### config.mk
export PLATFORM = sky130hd
export DESIGN_NAME = imu_complementary_tilt_filter
export DESIGN_NICKNAME = d
export VERILOG_FILES = /design/src/sv/imuctf_pkg.sv /design/src/sv/imu_complementary_tilt_filter.sv
export SDC_FILE = /design/constraint.sdc
export NUM_CORES = 2
export LEC_CHECK = 0
export BUFFER_PORTS_ARGS = -buffer_cell sky130_fd_sc_hd__buf_4
export CORE_MARGIN = 2
export CORE_UTILIZATION = 50
export CTS_CLUSTER_SIZE = 8
export DETAILED_ROUTE_END_ITERATION = 12
export PLACE_DENSITY_LB_ADDON = 0.08
export SKIP_LAST_GASP = 1
export SYNTH_ARGS = -nofsm -noshare
export SYNTH_HDL_FRONTEND = slang
export SYNTH_SLANG_ARGS = --single-unit
### constraint.sdc
create_clock -name clk -period 10.67 [get_ports clk]
set_input_delay 0.5335 -clock clk [delete_from_list [all_inputs] [get_ports clk]]
set_output_delay 0.5335 -clock clk [all_outputs]
set_load 0.005 [all_outputs]
### src/sv/imuctf_pkg.sv
// ----------------------------------------------------------------------------
// imuctf_pkg
// Shared types, widths and constants for the complementary tilt filter.
// ----------------------------------------------------------------------------
package imuctf_pkg;

  localparam int unsigned CORDIC_STEPS_DEF = 16;

  localparam int unsigned SAMPLE_W = 16;   // raw sensor word
  localparam int unsigned TILT_W   = 17;   // output angle, 2^-8 degree
  localparam int unsigned ANGLE_W  = 26;   // stored angle, 2^-16 degree
  localparam int unsigned ADDR_W   = 3;    // byte address of the register file
  localparam int unsigned DATA_W   = 32;

  localparam int unsigned ROOT_W   = 24;   // floor(sqrt(48-bit radicand))
  localparam int unsigned RAD_W    = 2 * ROOT_W;
  localparam int unsigned REM_W    = ROOT_W + 3;
  localparam int unsigned CORD_W   = 28;   // CORDIC x and y
  localparam int unsigned ZANG_W   = 25;   // CORDIC angle accumulator
  localparam int unsigned ATAN_W   = 23;   // one arctangent table entry
  localparam int unsigned STEP_W   = 5;    // step counter for root and CORDIC

  localparam int unsigned MUL_A_W  = 18;
  localparam int unsigned MUL_B_W  = 35;
  localparam int unsigned MUL_P_W  = MUL_A_W + MUL_B_W;
  localparam int unsigned ACC_W    = 51;   // blend accumulator, 2^-32 degree

  localparam logic [15:0] BLEND_GAIN_RST = 16'd55706;
  localparam logic [31:0] STEP_GAIN_RST  = 32'd327862;

  localparam logic signed [35:0] ANG_MAX = 36'sd16777215;
  localparam logic signed [35:0] ANG_MIN = -36'sd16777216;

  // Register indexes, taken from byte address bit 2.
  localparam logic REG_BLEND_GAIN = 1'b0;
  localparam logic REG_STEP_GAIN  = 1'b1;

  typedef enum logic [8:0] {
    S_IDLE  = 9'b000000001,
    S_SQA   = 9'b000000010,
    S_SQB   = 9'b000000100,
    S_SQSUM = 9'b000001000,
    S_SQRT  = 9'b000010000,
    S_CORD  = 9'b000100000,
    S_BLG   = 9'b001000000,
    S_BLT   = 9'b010000000,
    S_SAT   = 9'b100000000
  } state_t;

  // atan(2^-i) in degrees, scaled by 2^16 and rounded to nearest.
  function automatic logic [ATAN_W-1:0] atan_deg(input logic [STEP_W-1:0] idx);
    logic [ATAN_W-1:0] v;
    case (idx)
      5'd0:    v = 23'd2949120;
      5'd1:    v = 23'd1740967;
      5'd2:    v = 23'd919879;
      5'd3:    v = 23'd466945;
      5'd4:    v = 23'd234379;
      5'd5:    v = 23'd117304;
      5'd6:    v = 23'd58666;
      5'd7:    v = 23'd29335;
      5'd8:    v = 23'd14668;
      5'd9:    v = 23'd7334;
      5'd10:   v = 23'd3667;
      5'd11:   v = 23'd1833;
      5'd12:   v = 23'd917;
      5'd13:   v = 23'd458;
      5'd14:   v = 23'd229;
      5'd15:   v = 23'd115;
      5'd16:   v = 23'd57;
      5'd17:   v = 23'd29;
      5'd18:   v = 23'd14;
      5'd19:   v = 23'd7;
      5'd20:   v = 23'd4;
      5'd21:   v = 23'd2;
      5'd22:   v = 23'd1;
      default: v = 23'd0;
    endcase
    return v;
  endfunction

endpackage

### src/sv/imu_complementary_tilt_filter.sv
// ----------------------------------------------------------------------------
// imu_complementary_tilt_filter
// Complementary accelerometer/gyro tilt filter with a shared CORDIC datapath.
// ----------------------------------------------------------------------------
// Each sample runs the 24-step square root and then the CORDIC loop once
// per axis on the same datapath, x tilt first. in_stall is high outside
// S_IDLE, so a new sample is taken only after both axes are done.
// Reset (rst_n low, synchronous) clears both angles to zero, loads the
// default gains and empties the output register.
// ----------------------------------------------------------------------------
module imu_complementary_tilt_filter #(
  parameter int unsigned CORDIC_STEPS = imuctf_pkg::CORDIC_STEPS_DEF
) (
  input  logic                                      clk,
  input  logic                                      rst_n,
  input  logic                                      in_valid,
  output logic                                      in_stall,
  input  logic signed [imuctf_pkg::SAMPLE_W-1:0]    in_accel_x,
  input  logic signed [imuctf_pkg::SAMPLE_W-1:0]    in_accel_y,
  input  logic signed [imuctf_pkg::SAMPLE_W-1:0]    in_accel_z,
  input  logic signed [imuctf_pkg::SAMPLE_W-1:0]    in_gyro_x,
  input  logic signed [imuctf_pkg::SAMPLE_W-1:0]    in_gyro_y,
  output logic                                      out_valid,
  input  logic                                      out_stall,
  output logic signed [imuctf_pkg::TILT_W-1:0]      out_tilt_x,
  output logic signed [imuctf_pkg::TILT_W-1:0]      out_tilt_y,
  input  logic                                      psel,
  input  logic                                      penable,
  input  logic                                      pwrite,
  input  logic        [imuctf_pkg::ADDR_W-1:0]      paddr,
  input  logic        [imuctf_pkg::DATA_W-1:0]      pwdata,
  output logic        [imuctf_pkg::DATA_W-1:0]      prdata,
  output logic                                      pready
);
  import imuctf_pkg::*;

  // The step counter is shared by the root and the CORDIC loop.
  localparam logic [STEP_W-1:0] CORD_LAST = STEP_W'(CORDIC_STEPS - 1);
  localparam logic [STEP_W-1:0] SQRT_LAST = STEP_W'(ROOT_W - 1);

  // Sequencer state. Axis 0 is the x tilt, axis 1 the y tilt.
  state_t                     state_r;
  logic                       axis_r;
  logic [STEP_W-1:0]          cnt_r;

  // Captured sample.
  logic signed [SAMPLE_W-1:0] ax_r, ay_r, az_r, gx_r, gy_r;

  // Configuration and filter state.
  logic [15:0]                blend_gain_r;
  logic [31:0]                step_gain_r;
  logic signed [ANGLE_W-1:0]  angle_x_r, angle_y_r;

  // Datapath registers.
  logic signed [MUL_P_W-1:0]  prod_r;
  logic [31:0]                sq_r;
  logic [RAD_W-1:0]           rad_r;
  logic [REM_W-1:0]           rem_r;
  logic [ROOT_W-1:0]          root_r;
  logic signed [CORD_W-1:0]   cx_r, cy_r;
  logic signed [ZANG_W-1:0]   cz_r;
  logic signed [ZANG_W-1:0]   tilt_r;
  logic signed [ACC_W-1:0]    acc_r;

  logic                       out_valid_r;
  logic signed [TILT_W-1:0]   out_x_r, out_y_r;

  // --------------------------------------------------------------------------
  // Configuration port. Writes complete in the access phase; reads are
  // returned the same cycle. Bit 2 of the byte address picks the register.
  // --------------------------------------------------------------------------
  logic cfg_wr;

  assign pready = 1'b1;
  assign cfg_wr = psel && penable && pwrite && pready;
  assign prdata = (paddr[2] == REG_STEP_GAIN) ? step_gain_r : {16'd0, blend_gain_r};

  always_ff @(posedge clk) begin
    if (!rst_n) begin
      blend_gain_r <= BLEND_GAIN_RST;
      step_gain_r  <= STEP_GAIN_RST;
    end else if (cfg_wr) begin
      if (paddr[2] == REG_STEP_GAIN) begin
        step_gain_r <= pwdata;
      end else begin
        blend_gain_r <= pwdata[15:0];
      end
    end
  end

  // --------------------------------------------------------------------------
  // Per-axis operand selection. The x tilt is atan2(ay, |ax,az|); the y tilt
  // is -atan2(ax, |ay,az|).
  // --------------------------------------------------------------------------
  logic signed [SAMPLE_W-1:0] num, opa, gyro;
  logic signed [ANGLE_W-1:0]  angle;

  assign num   = axis_r ? ax_r : ay_r;
  assign opa   = axis_r ? ay_r : ax_r;
  assign gyro  = axis_r ? gy_r : gx_r;
  assign angle = axis_r ? angle_y_r : angle_x_r;

  // --------------------------------------------------------------------------
  // Gyro increment and unfiltered sum. prod_r holds gyro * step gain from the
  // S_SQSUM cycle until S_BLG, where it is rounded half up to 2^-16 degree.
  // --------------------------------------------------------------------------
  logic signed [48:0] gprod_rnd;
  logic signed [32:0] delta;
  logic signed [33:0] sum;

  assign gprod_rnd = 49'($signed(prod_r[47:0])) + 49'sd32768;
  assign delta     = gprod_rnd[48:16];
  assign sum       = 34'(angle) + 34'(delta);

  // --------------------------------------------------------------------------
  // Shared multiplier. Its operands are steered by the state, and the product
  // is always registered before use.
  // --------------------------------------------------------------------------
  logic signed [MUL_A_W-1:0] ma;
  logic signed [MUL_B_W-1:0] mb;
  logic signed [MUL_P_W-1:0] mul_p;
  logic        [16:0]        one_minus_g;

  assign one_minus_g = 17'h10000 - {1'b0, blend_gain_r};

  always_comb begin
    ma = '0;
    mb = '0;
    unique case (state_r)
      S_SQA: begin
        ma = MUL_A_W'(opa);
        mb = MUL_B_W'(opa);
      end
      S_SQB: begin
        ma = MUL_A_W'(az_r);
        mb = MUL_B_W'(az_r);
      end
      S_SQSUM: begin
        ma = MUL_A_W'(gyro);
        mb = $signed({3'b000, step_gain_r});
      end
      S_BLG: begin
        ma = $signed({2'b00, blend_gain_r});
        mb = MUL_B_W'(sum);
      end
      S_BLT: begin
        ma = $signed({1'b0, one_minus_g});
        mb = MUL_B_W'(tilt_r);
      end
      default: begin
        ma = '0;
        mb = '0;
      end
    endcase
  end

  assign mul_p = MUL_P_W'(ma) * MUL_P_W'(mb);

  // --------------------------------------------------------------------------
  // Digit-by-digit square root, one result bit per cycle.
  // --------------------------------------------------------------------------
  logic [REM_W-1:0]  rem_sh, trial;
  logic              root_bit;
  logic [REM_W-1:0]  rem_nxt;
  logic [ROOT_W-1:0] root_nxt;

  assign rem_sh   = {rem_r[REM_W-3:0], rad_r[RAD_W-1 -: 2]};
  assign trial    = {1'b0, root_r, 2'b01};
  assign root_bit = (rem_sh >= trial);
  assign rem_nxt  = root_bit ? (rem_sh - trial) : rem_sh;
  assign root_nxt = {root_r[ROOT_W-2:0], root_bit};

  // --------------------------------------------------------------------------
  // One CORDIC vectoring step: y is driven to zero, z collects the angle.
  // --------------------------------------------------------------------------
  logic signed [CORD_W-1:0] xs, ys;
  logic signed [ZANG_W-1:0] atan_step;
  logic                     y_pos;
  logic signed [ZANG_W-1:0] tilt_val;

  assign xs        = cx_r >>> cnt_r;
  assign ys        = cy_r >>> cnt_r;
  assign atan_step = $signed({2'b00, atan_deg(cnt_r)});
  assign y_pos     = !cy_r[CORD_W-1] && (cy_r != '0);

  // A zero numerator gives an exact zero tilt; the y tilt is negated.
  always_comb begin
    if (num == '0) begin
      tilt_val = '0;
    end else if (axis_r) begin
      tilt_val = -cz_r;
    end else begin
      tilt_val = cz_r;
    end
  end

  // --------------------------------------------------------------------------
  // Blend: g*(angle+delta) + (1-g)*tilt in 2^-32 degree, rounded half up and
  // saturated to +-256 degrees.
  // --------------------------------------------------------------------------
  logic signed [51:0]        bsum;
  logic signed [35:0]        bres;
  logic signed [ANGLE_W-1:0] ang_new;

  assign bsum = 52'(acc_r) + 52'($signed(prod_r[ACC_W-1:0])) + 52'sd32768;
  assign bres = bsum[51:16];

  always_comb begin
    if (bres > ANG_MAX) begin
      ang_new = ANGLE_W'(ANG_MAX);
    end else if (bres < ANG_MIN) begin
      ang_new = ANGLE_W'(ANG_MIN);
    end else begin
      ang_new = ANGLE_W'(bres);
    end
  end

  // The final blend waits while an older result is still held in the output
  // register, so no result is overwritten.
  logic sat_hold;
  assign sat_hold = axis_r && out_valid_r && out_stall;

  assign in_stall = (state_r != S_IDLE);

  // --------------------------------------------------------------------------
  // Sequencer and control state.
  // --------------------------------------------------------------------------
  always_ff @(posedge clk) begin
    if (!rst_n) begin
      state_r     <= S_IDLE;
      axis_r      <= 1'b0;
      cnt_r       <= '0;
      angle_x_r   <= '0;
      angle_y_r   <= '0;
      out_valid_r <= 1'b0;
    end else begin
      // A new result may be loaded in the same cycle the old one transfers.
      if (state_r == S_SAT && axis_r && !sat_hold) begin
        out_valid_r <= 1'b1;
      end else if (out_valid_r && !out_stall) begin
        out_valid_r <= 1'b0;
      end
      unique case (state_r)
        S_IDLE: begin
          if (in_valid) begin
            axis_r  <= 1'b0;
            state_r <= S_SQA;
          end
        end
        S_SQA: begin
          state_r <= S_SQB;
        end
        S_SQB: begin
          state_r <= S_SQSUM;
        end
        S_SQSUM: begin
          cnt_r   <= '0;
          state_r <= S_SQRT;
        end
        S_SQRT: begin
          if (cnt_r == SQRT_LAST) begin
            cnt_r   <= '0;
            state_r <= S_CORD;
          end else begin
            cnt_r <= cnt_r + 1'b1;
          end
        end
        S_CORD: begin
          if (cnt_r == CORD_LAST) begin
            cnt_r   <= '0;
            state_r <= S_BLG;
          end else begin
            cnt_r <= cnt_r + 1'b1;
          end
        end
        S_BLG: begin
          state_r <= S_BLT;
        end
        S_BLT: begin
          state_r <= S_SAT;
        end
        S_SAT: begin
          if (!sat_hold) begin
            if (axis_r) begin
              angle_y_r <= ang_new;
              state_r   <= S_IDLE;
            end else begin
              angle_x_r <= ang_new;
              axis_r    <= 1'b1;
              state_r   <= S_SQA;
            end
          end
        end
        default: begin
          state_r <= S_IDLE;
        end
      endcase
    end
  end

  // --------------------------------------------------------------------------
  // Datapath registers (no reset needed).
  // --------------------------------------------------------------------------
  always_ff @(posedge clk) begin
    if (state_r == S_IDLE && in_valid) begin
      ax_r <= in_accel_x;
      ay_r <= in_accel_y;
      az_r <= in_accel_z;
      gx_r <= in_gyro_x;
      gy_r <= in_gyro_y;
    end

    if (state_r == S_SQA || state_r == S_SQB || state_r == S_SQSUM ||
        state_r == S_BLG || state_r == S_BLT) begin
      prod_r <= mul_p;
    end

    // The first square is parked while the second one is formed.
    if (state_r == S_SQB) begin
      sq_r <= prod_r[31:0];
    end

    if (state_r == S_SQSUM) begin
      rad_r  <= {sq_r + prod_r[31:0], 16'd0};
      rem_r  <= '0;
      root_r <= '0;
    end

    if (state_r == S_SQRT) begin
      rad_r  <= {rad_r[RAD_W-3:0], 2'b00};
      rem_r  <= rem_nxt;
      root_r <= root_nxt;
      if (cnt_r == SQRT_LAST) begin
        cx_r <= $signed({{(CORD_W-ROOT_W){1'b0}}, root_nxt});
        cy_r <= $signed({{(CORD_W-SAMPLE_W-8){num[SAMPLE_W-1]}}, num, 8'd0});
        cz_r <= '0;
      end
    end

    if (state_r == S_CORD) begin
      if (y_pos) begin
        cx_r <= cx_r + ys;
        cy_r <= cy_r - xs;
        cz_r <= cz_r + atan_step;
      end else begin
        cx_r <= cx_r - ys;
        cy_r <= cy_r + xs;
        cz_r <= cz_r - atan_step;
      end
    end

    if (state_r == S_BLG) begin
      tilt_r <= tilt_val;
    end

    if (state_r == S_BLT) begin
      acc_r <= prod_r[ACC_W-1:0];
    end

    if (state_r == S_SAT && axis_r && !sat_hold) begin
      out_x_r <= angle_x_r[TILT_W+7:8];
      out_y_r <= ang_new[TILT_W+7:8];
    end
  end

  assign out_valid  = out_valid_r;
  assign out_tilt_x = out_x_r;
  assign out_tilt_y = out_y_r;

endmodule

[Yosys cells after proc, flatten, opt, wreduce, memory -nomap -nowiden]
Memories as Yosys holds them, arrays and structs flattened. A register that Yosys moved wholly into a read port is not among the register bits.
Cells that the tools add are included.
Storage, ports and cells
  bits in registers: 551
  bits in read-only memories: 704
  input bits: 122
  output and inout port bits: 69
  logic and storage cells: 143
  memories kept: 1
Operators by class
  $add $sub $neg: 15
  $mul: 1
  $lt $le $gt $ge: 3
  equal/unequal tests: 16
  shift-type cells: 2
  mux-type cells: 45
  bitwise gates (word level): 3
  reductions and logical operators: 31
Memory list
  (name not given): words 32, width 22, read ports 1, clocked after memory_dff 1, wr ports 0, line imuctf_pkg.sv:53  | case (idx)
Operators with widths (count)
  $mux W28: 8
  $mux W25: 8
  $pmux W35 S5: 1
  $mux W48: 2
  $pmux W18 S5: 1
  $pmux W9 S9: 1
  $mux W26: 3
  $add A28 B28 Y28: 2
  $sshr A28 B5 Y28: 2
  $sub A28 B28 Y28: 2
  $add A51 B51 Y52: 1
  $add A52 B17 Y52 const B: 1
  $mul A18 B35 Y51: 1
  $add A48 B17 Y49 const B: 1
  $mux W16: 3
  $mux W24: 2
  $gt A36 B25 Y1 const B: 1
  $lt A36 B25 Y1 const B: 1
  $mux W9: 4
  $add A26 B33 Y34: 1
  $add A32 B32 Y32: 1
  $mux W32: 1
  $reduce_bool A28 Y1: 1
  $ge A27 B26 Y1: 1
  other kinds (35): 66

[Logic depth before layout (Yosys ltp)]
  word-level depth: 5
  depth in mapped cells: 45
  mapped depth without buffers: 44

[Least setup slack after synthesis]
Ideal clock, no wire load.
  kind: reg2reg
  from: register axis_r
  to: register prod_r[44] (data pin)
  library setup time: 0.258 ns
  data arrival time: 10.746 ns
  data required time: 10.412 ns
  slack: -0.334 ns
  cell stages (with the launch flop): 41
  buffers on the path: 5
  clock period less this slack: 11.004 ns
  cell sequence: dfxtp_1 > clkbuf_1 > clkbuf_1 > buf_1 > clkbuf_1 > buf_1 > mux2_2 > ha_1 > fa_1 > a21o_1 > a21oi_1 > o21ai_0 > a21oi_1 > o21ai_0 > o211a_1 > o21a_1 > o21ai_0 > a21oi_1 > [... 5 more ...] > fa_1 > fa_1 > fa_1 > inv_1 > fa_1 > inv_1 > fa_1 > inv_1 > ha_1 > a21o_1 > a211oi_1 > a21o_1 > a31oi_1 > o21a_1 > a2111oi_0 > o31ai_1 > a21oi_1 > xnor2_1
On the way
  word-level cells in the longest chain between the ends: 4
  elaborated cells on any way between the ends: 7
  those cells by class: add/sub (1); mul (1); mux (5)
Ends and longest elaborated chain
  from (decl): line imu_complementary_tilt_filter.sv:43  | logic axis_r;
  from (signal assigned): line imu_complementary_tilt_filter.sv:231  | axis_r <= 1'b0;
  from (signal assigned): line imu_complementary_tilt_filter.sv:246  | axis_r <= 1'b0;
  from (signal assigned): line imu_complementary_tilt_filter.sv:289  | axis_r <= 1'b1;
  $mux W26: line imu_complementary_tilt_filter.sv:101  | assign angle = axis_r ? angle_y_r : angle_x_r;
  $add A26 B33 Y34: line imu_complementary_tilt_filter.sv:113  | assign sum = 34'(angle) + 34'(delta);
  $pmux W35 S5: line imu_complementary_tilt_filter.sv:129  | unique case (state_r)
  $mul A18 B35 Y51 (*): line imu_complementary_tilt_filter.sv:157  | assign mul_p = MUL_P_W'(ma) * MUL_P_W'(mb);
  named net mul_p[44]: line imu_complementary_tilt_filter.sv:121  | logic signed [MUL_P_W-1:0] mul_p;
  to (signal assigned): line imu_complementary_tilt_filter.sv:315  | prod_r <= mul_p;
  to (decl): line imu_complementary_tilt_filter.sv:55  | logic signed [MUL_P_W-1:0] prod_r;
Mark *: on every way through the listed nets, which the timed path passes. The rest lies on a longest branch.
A chain may end at the register's enable or synchronous reset.

[Worst setup path in the final report]
  from: register axis_r
  to: register prod_r[48] (data pin)
The elaborated chain is that of the path after synthesis.

==> metrics.txt <==
CTS H-tree depth=3; Post-CTS Hold Fix Bufs=0; relative slew slack=0.199; Final Setup Violations=0; placement row count=about 130; P per Cell Area=110 nW/um2; first-pass GRT wire length=275 mm; number of synthesized flops with an enable pin=435; Final Cycle Share=0.961; final net count=7526; post-synthesis sequential area ratio=0.268; Worst VDD drop=0.000229 V; Fin. Hold Viols=0; CTS tree=done; Yosys reg bits=573; vias in the first global route=46600; Avg Vias per Cell=5.83; status=finished, final reports clean; WS Path Type=flip-flop to flip-flop; Worst setup SP type=flip-flop; WP data arrival=10.66 ns; Final Critical Period=10.25 ns; final worst slack=0.415 ns; Max FO, Critical Path=11; Iter 0 DRT Violations=4466; GR Util All Layers=0.294; GRT overflow=0; PortBufs=187; initial antenna violation count=5; critical path's slowest cell=fa_1; cell family with most CP delay=compound AO/OA/AOI/OAI gates; overall routed net length=177 mm; Top FF cell, synth=edfxtp_1; commonest non-fill, non-tap cell in the layout=inv_1; Clk Latency, worst-skew pair=between 0.6 and 0.7 ns; routability cong.=0.924; Post-DP HPWL=around 140 mm; Starting Density=0.502; Synth Net Count=7340; Detail Route Antenna Nets=0; Yosys cell types=90; largest net degree at the start of global routing=just over 80; Clock Skews=0.0327 ns; Async SR Flop Fraction=0; CP peak stage delay=0.59 ns; yosys warns=0; LEAKAGE=0.0287 uW; DRC violations left=0; Fillers=10700; Routed WL per cell=22.1 um; Mapped Area=between 50000 and 60000 um2; layout cells sized above 1=0.116; pre-CTS setup slack=0.165 ns; Clock Tree Root=clkbuf_16; Least-Margin Pin Slew=between 1 and 1.5 ns; WP data required=~11 ns; die area=121000 um2; Syn Inst Count=6225; die extent in y=348 um; most frequent CP cell=fa_1; max_cap viols=0; # clock sinks=573; core area=118000 um2; Syn Area/Cell=approximately 9.5 um2; fin. max-slew vios=0; most frequent cells in the layout=inv_1, nand2_1, fa_1; Clock Path Buffers=3; Die X=roughly 350 um; Fmax achieved=97.5 MHz; 1st-pass router iterations=6; I/O pin count=191; vias=46700; clock-pin slew on the worst setup and hold paths=0.06 ns; Worst Setup End Kind=flip-flop; P&R area growth vs syn=10.8%; Inserted Clock Buffers=84; worst hold-check path type=primary input to flip-flop; tightest hold margin=0.0430 ns; CP Buf/Inv Count=3
[synth_stat cells, drive strengths merged (25+ instances only)]
library cell / number / share of area
inv: 805 / 0.051
a21oi: 296 / 0.025
mux4: 78 / 0.030
nor4: 30 / 0.0034
a31oi: 56 / 0.0059
nand2b: 56 / 0.0059
a211oi: 32 / 0.0042
nor2: 546 / 0.035
fa: 579 / 0.20
edfxtp: 435 / 0.22
o31ai: 29 / 0.0037
and3: 33 / 0.0035
nand2: 758 / 0.048
xnor2: 191 / 0.028
o211ai: 41 / 0.0052
o21a: 55 / 0.0070
o21ai: 277 / 0.023
mux2: 87 / 0.017
and2: 96 / 0.010
mux2i: 69 / 0.012
a21o: 102 / 0.013
ha: 414 / 0.088
o221a: 48 / 0.0092
xor2: 143 / 0.021
nand3: 95 / 0.0081
nor3: 79 / 0.0067
clkbuf: 194 / 0.012
nand4: 35 / 0.0037
buf: 56 / 0.0052
or3: 37 / 0.0039
dfxtp: 138 / 0.047
o21bai: 25 / 0.0032
nor2b: 30 / 0.0032
[stage by stage]
step,util,TNS [ns],area (um2),total power [uW],cells
global placement,0.533,0,62700,4620,7849
global route,0.556,-0.0675,65400,7550,8010
detailed placement,0.533,0,62700,4640,7849
floorplan,-,0,59100,4010,6225
CTS,0.554,0,65200,7230,7997
finish,0.556,0,65400,7210,8010
[power by group]
part	total, uW	switching, uW	internal (uW)
combinational	1930	1220	711
sequential	2710	110	2600
clock	2570	1050	1520
[area by class of cell]
class | instances | area [um2] | area share
clock inverters | 12 | 129 | 0.00197
well taps | 1536 | 1920 | 0.0294
clock buffers | 136 | 2380 | 0.0364
repair buffers | 350 | 2670 | 0.0407
flip-flops and latches | 573 | 15800 | 0.242
inverters | 808 | 3040 | 0.0465
diodes | 1 | 2.50 | 0.0000383
multi-input cells | 4594 | 39500 | 0.603
[kinds of logic after synthesis]
group	count (synthesis)	share of synthesized area
and+or+nand+nor	1884	0.143
other	1	0.0000635
DFF	573	0.268
buffers and inverters	1058	0.0689
xor gates and xnor gates	334	0.0495
AOI/OAI and AO/OA	1148	0.128
muxes	234	0.0585
adders and majority gates	993	0.284
[repair_timing]
item,CTS,global route
resized for setup,0,31
setup buffers,0,12
hold endpoints to repair,0,0
setup endpoints to repair,0,16
[state kept, by name, indices dropped and copies added, names as in the netlist, 17 cells and up]
register	count
tilt_r	25
angle_x_r	26
acc_r	51
sq_r	32
out_tilt_y	17
step_gain_r	32
cz_r	25
cx_r	28
cy_r	28
atan_step	22
root_r	24
rem_r	25
rad_r	32
prod_r	51
angle_y_r	26
out_tilt_x	17
[worst register-to-register path, delay by kind of cell, from the launching register on]
| kind | cells | cell delay (ns) |
|---|---|---|
| AO/OA/AOI/OAI | 16 | 4.20 |
| XOR/XNOR | 1 | 0.15 |
| adder cells (fa/ha/maj) | 9 | 4.12 |
| buffers and inverters | 3 | 0.16 |
| flip-flops | 1 | 0.42 |
| multiplexers | 1 | 0.38 |
| AND/OR/NAND/NOR | 3 | 0.59 |
[per-layer routing]
| layer | track usage | wire [um] | vias up |
|---|---|---|---|
| li1 | - | - | 21600 |
| met1 | 0.417 | 78100 | 23000 |
| met2 | 0.452 | 77900 | 1744 |
| met3 | 0.0566 | 14400 | 313 |
| met4 | 0.103 | 6500 | 2 |
| met5 | 0 | 8 | - |
[final timing paths]
path	endpoint	cells after the start	slack, ns	startpoint
min	az_r[2]	1	0.04	in_accel_z[2]
max	prod_r[48]	33	0.42	axis_r
min reg2reg	acc_r[48]	0	0.47	prod_r[48]
max reg2reg	prod_r[48]	33	0.42	axis_r
(Power assumes the default switching activity.)
